==> config.mk <==
export PLATFORM = sky130hd
export DESIGN_NAME = bba_front
export DESIGN_NICKNAME = d
export VERILOG_FILES = /design/src/bba_pkg.sv /design/src/bba_front.sv
export SDC_FILE = /design/constraint.sdc
export NUM_CORES = 1
export LEC_CHECK = 0
export ABC_AREA = 1
export BUFFER_PORTS_ARGS = -buffer_cell sky130_fd_sc_hd__buf_2
export CORE_UTILIZATION = 40
export DETAILED_ROUTE_END_ITERATION = 12
export PLACE_DENSITY = 0.61
export SLEW_MARGIN = 0
export SYNTH_ARGS = -nofsm -noshare
export SYNTH_HDL_FRONTEND = slang
export SYNTH_SLANG_ARGS = --single-unit
==> constraint.sdc <==
create_clock -name clk -period 5.25 [get_ports clk]
set_input_delay 1.05 -clock clk [delete_from_list [all_inputs] [get_ports clk]]
set_output_delay 1.05 -clock clk [all_outputs]
set_load 0.01 [all_outputs]
==> src/bba_pkg.sv <==
`timescale 1ns / 1ps
// ----------------------------------------------------------------------------
// bba_pkg: buddy allocator shared definitions
// Arena geometry, free map layout, request and status codes, command type.
// ----------------------------------------------------------------------------
package bba_pkg;

  localparam int TOP_ORDER       = 10;
  localparam int TOP_BLOCKS      = 32;
  localparam int MIN_BLOCK_BYTES = 128;
  localparam int HEADER_BYTES    = 32;
  localparam int SIZE_LIMIT      = 100000000;

  localparam int REQ_W   = 27;
  localparam int OFF_W   = 22;
  localparam int ORD_W   = 4;
  localparam int CNT_W   = 16;
  localparam int BYTES_W = 22;
  localparam int NEED_W  = REQ_W + 1;

  localparam int UNITS     = TOP_BLOCKS << TOP_ORDER;
  localparam int UNIT_W    = $clog2(UNITS);
  localparam int MIN_SHIFT = $clog2(MIN_BLOCK_BYTES);

  localparam int WORD_BITS  = 32;
  localparam int WORD_SHIFT = 5;

  localparam int QDEPTH = 2;
  localparam int Q_AW   = $clog2(QDEPTH);

  localparam logic REQ_ALLOC = 1'b0;
  localparam logic REQ_FREE  = 1'b1;

  function automatic int order_words(int k);
    return ((TOP_BLOCKS << (TOP_ORDER - k)) + WORD_BITS - 1) / WORD_BITS;
  endfunction

  function automatic int calc_map_words();
    int s;
    s = 0;
    for (int k = 0; k <= TOP_ORDER; k++) s += order_words(k);
    return s;
  endfunction

  localparam int MAP_WORDS = calc_map_words();
  localparam int MAP_AW    = $clog2(MAP_WORDS);
  localparam int CLR_N     = (UNITS > MAP_WORDS) ? UNITS : MAP_WORDS;
  localparam int CLR_W     = $clog2(CLR_N);

  typedef logic [MAP_AW-1:0] map_addr_t;
  typedef logic [UNIT_W-1:0] unit_t;
  typedef logic [ORD_W-1:0]  order_t;
  typedef map_addr_t base_arr_t [0:TOP_ORDER];

  function automatic base_arr_t calc_base();
    base_arr_t b;
    int s;
    s = 0;
    for (int k = 0; k <= TOP_ORDER; k++) begin
      b[k] = MAP_AW'(s);
      s += order_words(k);
    end
    return b;
  endfunction

  localparam base_arr_t MAP_BASE = calc_base();

  typedef enum logic [2:0] {
    ST_OK      = 3'd0,
    ST_ZERO    = 3'd1,
    ST_LARGE   = 3'd2,
    ST_OOM     = 3'd3,
    ST_BADFREE = 3'd4
  } status_t;

  typedef enum logic [1:0] {
    CMD_ALLOC,
    CMD_FREE,
    CMD_ERR
  } kind_t;

  typedef struct packed {
    kind_t   kind;
    status_t status;
    order_t  order;
    unit_t   unit;
  } cmd_t;

  typedef enum logic [3:0] {
    S_CLR,
    S_IDLE,
    S_DISP,
    S_A_RD,
    S_A_CHK,
    S_A_SPLIT,
    S_SET_RD,
    S_SET_WR,
    S_F_INFO,
    S_F_LOOP,
    S_F_CHK,
    S_RES
  } bk_state_t;

  function automatic logic [BYTES_W-1:0] net_bytes(order_t k);
    return BYTES_W'((MIN_BLOCK_BYTES << k) - HEADER_BYTES);
  endfunction

  function automatic map_addr_t map_word(order_t k, unit_t u);
    return MAP_BASE[k] + MAP_AW'((u >> k) >> WORD_SHIFT);
  endfunction

  function automatic logic [WORD_SHIFT-1:0] map_bit(order_t k, unit_t u);
    unit_t s;
    s = u >> k;
    return s[WORD_SHIFT-1:0];
  endfunction

endpackage

==> src/bba_front.sv <==
`timescale 1ns / 1ps
// ----------------------------------------------------------------------------
// bba_front: request classifier and command queue
// Sizes allocations to an order, screens requests, queues commands.
// ----------------------------------------------------------------------------
module bba_front (
  input  logic                       clk,
  input  logic                       rst_n,
  input  logic                       in_push,
  output logic                       in_full,
  input  logic                       in_req_type,
  input  logic [bba_pkg::REQ_W-1:0]  in_request_bytes,
  input  logic [bba_pkg::OFF_W-1:0]  in_free_offset,
  output logic                       cmd_valid,
  output bba_pkg::cmd_t              cmd,
  input  logic                       cmd_pop
);

  logic [bba_pkg::NEED_W-1:0] need;
  logic                       ord_found;
  bba_pkg::order_t            ord;
  logic [bba_pkg::OFF_W-1:0]  off_units;
  bba_pkg::cmd_t              cls;

  bba_pkg::cmd_t              q_r [0:bba_pkg::QDEPTH-1];
  logic [bba_pkg::Q_AW-1:0]   wp_r, wp_nxt, rp_r, rp_nxt;
  logic [bba_pkg::Q_AW:0]     cnt_r, cnt_nxt;
  logic                       push_ok;

  always_comb begin
    need = bba_pkg::NEED_W'(in_request_bytes) + bba_pkg::NEED_W'(bba_pkg::HEADER_BYTES);
    ord_found = 1'b0;
    ord = '0;
    for (int k = bba_pkg::TOP_ORDER; k >= 0; k--) begin
      if (bba_pkg::NEED_W'(bba_pkg::MIN_BLOCK_BYTES << k) >= need) begin
        ord_found = 1'b1;
        ord = bba_pkg::ORD_W'(k);
      end
    end
    off_units = in_free_offset >> bba_pkg::MIN_SHIFT;
    cls = '0;
    cls.unit = bba_pkg::UNIT_W'(off_units);
    if (in_req_type == bba_pkg::REQ_ALLOC) begin
      if (in_request_bytes == '0) begin
        cls.kind = bba_pkg::CMD_ERR;
        cls.status = bba_pkg::ST_ZERO;
      end else if (in_request_bytes > bba_pkg::REQ_W'(bba_pkg::SIZE_LIMIT) || !ord_found) begin
        cls.kind = bba_pkg::CMD_ERR;
        cls.status = bba_pkg::ST_LARGE;
      end else begin
        cls.kind = bba_pkg::CMD_ALLOC;
        cls.status = bba_pkg::ST_OK;
        cls.order = ord;
      end
    end else begin
      if (in_free_offset[bba_pkg::MIN_SHIFT-1:0] != '0 ||
          {1'b0, off_units} >= (bba_pkg::OFF_W+1)'(bba_pkg::UNITS)) begin
        cls.kind = bba_pkg::CMD_ERR;
        cls.status = bba_pkg::ST_BADFREE;
      end else begin
        cls.kind = bba_pkg::CMD_FREE;
        cls.status = bba_pkg::ST_OK;
      end
    end
  end

  assign in_full   = (cnt_r == (bba_pkg::Q_AW+1)'(bba_pkg::QDEPTH));
  assign cmd_valid = (cnt_r != '0);
  assign cmd       = q_r[rp_r];
  assign push_ok   = in_push && !in_full;

  always_comb begin
    wp_nxt  = push_ok ? wp_r + 1'b1 : wp_r;
    rp_nxt  = (cmd_pop && cmd_valid) ? rp_r + 1'b1 : rp_r;
    cnt_nxt = cnt_r + (bba_pkg::Q_AW+1)'(push_ok) - (bba_pkg::Q_AW+1)'(cmd_pop && cmd_valid);
  end

  always_ff @(posedge clk) begin
    if (push_ok) q_r[wp_r] <= cls;
  end

  always_ff @(posedge clk) begin
    if (!rst_n) begin
      wp_r  <= '0;
      rp_r  <= '0;
      cnt_r <= '0;
    end else begin
      wp_r  <= wp_nxt;
      rp_r  <= rp_nxt;
      cnt_r <= cnt_nxt;
    end
  end

endmodule

# Word-level counts from Yosys, hierarchy flattened
# Memories as Yosys holds them, arrays and structs flattened. A register that Yosys moved wholly into a read port is not among the register bits.
# Index checks and enable logic that the tools add are counted.
dict set report totals {
  mem_count 1
  output_inout_bits 26
  in_bits 54
  ram_bits 48
  reg_bits 4
  wordCells 65
}
dict set report classes {
  n_addsub 5
  n_mux 33
  n_lt_le_gt_ge 13
  n_reduce_logical 9
  n_eq_ne 1
}
# memory words width rd rd_clocked_by_memory_dff write_ports line_no
set mem_list {}
lappend mem_list {q_r 2 24 1 1 1 bba_front.sv:25} ;# bba_pkg::cmd_t q_r [0:bba_pkg::QDEPTH-1];
# op count
set op_table {}
lappend op_table {{4-bit 2-to-1 mux} 14}
lappend op_table {{27-bit by 6-bit adder with 28-bit output, second input constant} 1}
lappend op_table {{10-bit by 28-bit >= comparator with 1-bit output, first input constant} 1}
lappend op_table {{11-bit by 28-bit >= comparator with 1-bit output, first input constant} 1}
lappend op_table {{12-bit by 28-bit >= comparator with 1-bit output, first input constant} 1}
lappend op_table {{13-bit by 28-bit >= comparator with 1-bit output, first input constant} 1}
lappend op_table {{14-bit by 28-bit >= comparator with 1-bit output, first input constant} 1}
lappend op_table {{15-bit by 28-bit >= comparator with 1-bit output, first input constant} 1}
lappend op_table {{16-bit by 28-bit >= comparator with 1-bit output, first input constant} 1}
lappend op_table {{17-bit by 28-bit >= comparator with 1-bit output, first input constant} 1}
lappend op_table {{18-bit by 28-bit >= comparator with 1-bit output, first input constant} 1}
lappend op_table {{8-bit by 28-bit >= comparator with 1-bit output, first input constant} 1}
lappend op_table {{9-bit by 28-bit >= comparator with 1-bit output, first input constant} 1}
lappend op_table {{27-bit > comparator, second input constant} 1}
lappend op_table {{27-bit logical NOT} 1}
lappend op_table {{5-bit 2-to-1 mux} 4}
lappend op_table {{15-bit by 16-bit >= comparator with 1-bit output, second input constant} 1}
lappend op_table {{1-bit 2-to-1 mux} 15}
lappend op_table {{7-bit nonzero test} 1}
lappend op_table {{1-bit adder, second input constant} 2}
lappend op_table {{2-bit by 1-bit adder with 2-bit output} 1}
lappend op_table {{2-bit equality test, second input constant} 1}
lappend op_table {{1-bit logical AND} 2}
lappend op_table {{1-bit logical NOT} 2}
lappend op_table {{other kinds (3)} 4}

# Depth between registers and ports, before layout
dict set report depth {
  word_depth 18
  ltp_mapped 20
  ltp_nobuf 20
}

# Least setup slack after synthesis
# No wires, ideal clock.
dict set report synth_timing {
  path_kind {input-to-reg}
  from {in in_request_bytes[5] in the netlist's numbering}
  to {mem q_r[0][17] in the netlist's numbering, data pin}
  path_slack_ns 2.324
  stages 17
  t_required_ns 4.991
  n_path_buf 0
  arrival_ns 2.667
  setup_ns 0.259
  path_cell_list {ha_1 > nand2_2 > nor2_4 > nand2_4 > nor2_4 > nand2_2 > nand2_1 > nand2_1 > nor2_1 > nand2_1 > nor2_4 > nand2_2 > nor2_4 > nand3_2 > or2_4 > nand3_2 > nor2_1}
}
# element line_no
set synth_rtl {}
lappend synth_rtl {{start: declaration} bba_front.sv:12} ;# input logic [bba_pkg::REQ_W-1:0] in_request_bytes,
lappend synth_rtl {{end: declaration} bba_front.sv:25}

==> flow_summary.yaml <==
clock_tree:
  clock_path_buffers: 2
  hold_buffers: 0
  tritoncts: "done"
  numCtsBuffers: 5
  clock_latency_ps: 300
  cts_resized: 0
  path_clk_slew_ps: 90
  cts_sinks: 53
  postCtsSetupRepairBufs: 0
  ctsHtreeMaxLevel: 2
  cts-root-buf: "clkbuf_8"
global_routing:
  grt_first_pass_wirelength_mm: 10.34
  track_usage: 0.1546
  grt-busiest-layer: "met2"
  antenna_found_initial: 0
  grt_max_degree: 25
  grt_pass1_vias: 2404
  grtUsageMet2: 0.2837
  grtUsageMet3: 0.01692
  grtUsageMet1: 0.1904
  gr-total-overflow: 0
synth:
  synth-main-ff-cell: "edfxtp_1"
  yosysMostFrequentCell: "nand2_1"
  yosysSeqAreaShare: 0.4966
  yosysWarnings: 0
  synth_edf_count: 48
  yosys-top-cells-count: "nand2_1 (75), edfxtp_1 (48), inv_1 (41)"
  yosys.area.top_type: "edfxtp_1"
  synth_async_sr_flop_share: 0
  syn_area_mm2: 0.003104
  synth_nets: 391
  syn_avg_cell_area_um2: 9.294
  synthesis.instances: 334
  ys_ff_latch: 53
  ys_types: 32
  synthTopCellsByArea: "edfxtp_1 (46%), nand2_1 (9.1%), mux2_2 (8.7%), inv_1 (5.0%), nand3_1 (4.2%)"
  yosysTopAreaCellShare: 0.4643
finish:
  finalNonFillerCells: 519
  fin_util: 0.5080
  stdcell_area_mm2: 0.003744
  syn2layout_area_growth_pct: 20.60
  insertedDiodeCount: 0
  n_fill_cell: 720
  drive_gt1_frac: 0.3357
  nets: 476
place:
  place_hpwl_mm: 4.735
  gp_congestion: 0.7931
  place_area_mm2: 0.003632
  dp_slack_ps: 1828
  port_buffers: 79
  dp_cells: 511
setup_path:
  critPathKind: "primary input to register"
  worstPathCellList: "buf_2 > ha_1 > inv_1 > nand2_1 > nor3_1 > nand3_1 > nor2_4 > nand2_1 > a21oi_1 > nand3_1 > nand2_1 > nand2_1 > nand2_1 > nand2_1 > nand2_1 > nand2_1 > a21oi_2"
  path_depth: 17
  reg2reg_to: "cnt_r[1]$_SDFF_PN0_"
  startpoint: "in_request_bytes[5]"
  crit_path_end: "q_r[1][15]$_DFFE_PP_"
  worstRegToRegCells: 8
  cpPeakStageDelay_ps: 380
  cp_top_family: "simple AND/OR/NAND/NOR gates"
  r2r_setup_slack_ps: 3370
  crit_fanout: 6
  crit_path_frequent_cell: "nand2_1"
  worstReg2RegStart: "cnt_r[1]$_SDFF_PN0_"
  cp_slowest_cell: "nor3_1"
  crit_arrival_ps: 3260
  crit_path_start_kind: "primary input"
  crit_required_ps: 5390
  crit_buf_inv: 2
  cp-end-kind: "register"
drt:
  wirelength_mm: 6.049
  vias_per_cell: 4.798
  dr.pass1.iters: 4
  vias: 2490
  drtIter0Drc: 46
  post_drt_wl_per_cell_um: 11.66
  drc: 0
  drtAntennaViolNets: 0
sta:
  rsz0062_at_grt: "false"
  whs_ps: 460.5
  drv_slew: 0
  worstMarginPinSlew_ps: 1092
  fmax_ghz: 0.3207
  finClkSkew_ps: 10.98
  period_needed_ps: 3118
  setup_viol: 0
  fin_ws_ps: 2132
  setup_tns_ps: 0
  hold_viol: 0
  slew_headroom: 0.2713
  fin_crit_sh: 0.5939
pwr:
  switching_power_mw: 0.3321
  finalPower_mw: 1.160
  peakVddDrop_v: 0.0001529
  power_frac_clock: 0.230
  p_per_area_mw_per_mm2: 309.9
  sw_frac_of_total: 0.2863
  seqPwrFrac: 0.494
  combPwrFrac: 0.276
  p_leak_nw: 1.573
  cell_internal_pwr_mw: 0.8279
status:
  outcome: "complete, no violations"
worst_hold_path:
  hold_path_class: "register to register"
floorplan:
  start_util: 0.4212
  floorplan.rows: 31
  die_w_um: 90.10
  dieArea_mm2: 0.008117
  num_io_pins: 80
  dieHeight_um: 90.10
  core_area_mm2: 0.007370
job:
  drv_cap: 0
[power by group through the flow]
stage | registers, mW | logic [mW] | clock network (mW)
detailed placement | 0.585 | 0.324 | 0
floorplan | 0.559 | 0.219 | 0
global route | 0.582 | 0.358 | 0.287
global placement | 0.581 | 0.320 | 0
CTS | 0.576 | 0.326 | 0.273
finish | 0.574 | 0.320 | 0.267
[flip-flops by register name, summed over array words and instances, names as in the netlist, named ones only]
register and cells:
wp_r 1, rp_r 1, q_r 48, cnt_r 2
[worst register-to-register path: stages (launching register included)]
cell and delay [ps]:
dfxtp_1 330, inv_1 70, o21ai_0 530, ha_1 340, inv_1 50, ha_1 140
xnor2_1 140, o21ai_0 100, a21oi_1 120
[cells in the final DEF, fill, tap and decap left out]
| master | n |
|---|---|
| o22ai_1 | 1 |
| nand3_2 | 3 |
| clkbuf_1 | 1 |
| dfxtp_1 | 5 |
| o21ai_1 | 3 |
| o21bai_1 | 3 |
| a21oi_1 | 8 |
| a21oi_2 | 1 |
| nand2_1 | 75 |
| o211ai_1 | 1 |
| nand3b_1 | 1 |
| nand2_2 | 7 |
| nor3_1 | 4 |
| o211ai_2 | 1 |
| xor2_1 | 6 |
| buf_4 | 2 |
| or2_4 | 1 |
| or2_2 | 1 |
| nand4_1 | 6 |
| nor2_1 | 29 |
| edfxtp_1 | 48 |
| a211oi_1 | 1 |
| mux2_2 | 24 |
| nor2_4 | 9 |
| nor4_1 | 7 |
| ha_1 | 3 |
| xnor2_1 | 2 |
| inv_1 | 41 |
| nand3_1 | 26 |
| or4_1 | 1 |
| nor2_2 | 5 |
| bufinv_16 | 1 |
| buf_2 | 79 |
| o21ai_0 | 7 |
| clkinv_4 | 1 |
| nand2_4 | 1 |
| clkbuf_8 | 5 |
[per-layer routing]
| metal | part of all wire | wire (µm) |
|---|---|---|
| met1 | 0.47 | 2843 |
| met2 | 0.48 | 2889 |
| met3 | 0.039 | 234 |
| met4 | 0.013 | 81 |
| met5 | 0 | 0 |
[kinds of logic (layout without fill, tap and decap cells)]
group,count (synthesis),after routing,synth area share
xor gates and xnor gates,8,8,0.02257
DFF,53,53,0.4966
buffers and inverters,44,130,0.05320
adders and majority gates,3,3,0.01209
AOI/OAI and AO/OA,26,26,0.04998
and+or+nand+nor,176,176,0.2785
muxes,24,24,0.08706
[cell type report]
| type | count | area (µm²) | share of cell area |
|---|---|---|---|
| clock inverter | 2 | 38.79 | 0.01036 |
| inverter | 41 | 153.9 | 0.04111 |
| sequential | 53 | 1541 | 0.4118 |
| multi-input combinational | 237 | 1403 | 0.3747 |
| clock buffer | 6 | 72.57 | 0.01939 |
| timing repair buffer | 81 | 410.4 | 0.1096 |
| tap | 99 | 123.9 | 0.03309 |
[worst min-delay path by stage]
stage | from | to | slack, ps | depth (start not counted)
detailed placement | rp_r$_SDFFE_PN0P_ | register | 440 | 1
global route | rp_r$_SDFFE_PN0P_ | register | 470 | 1
CTS | rp_r$_SDFFE_PN0P_ | register | 460 | 1
global placement | rp_r$_SDFFE_PN0P_ | rp_r$_SDFFE_PN0P_ | 440 | 1
floorplan | rp_r$_SDFFE_PN0P_ | register | 430 | 1
finish | rp_r$_SDFFE_PN0P_ | register | 460 | 1
(Power assumes the default switching activity.)
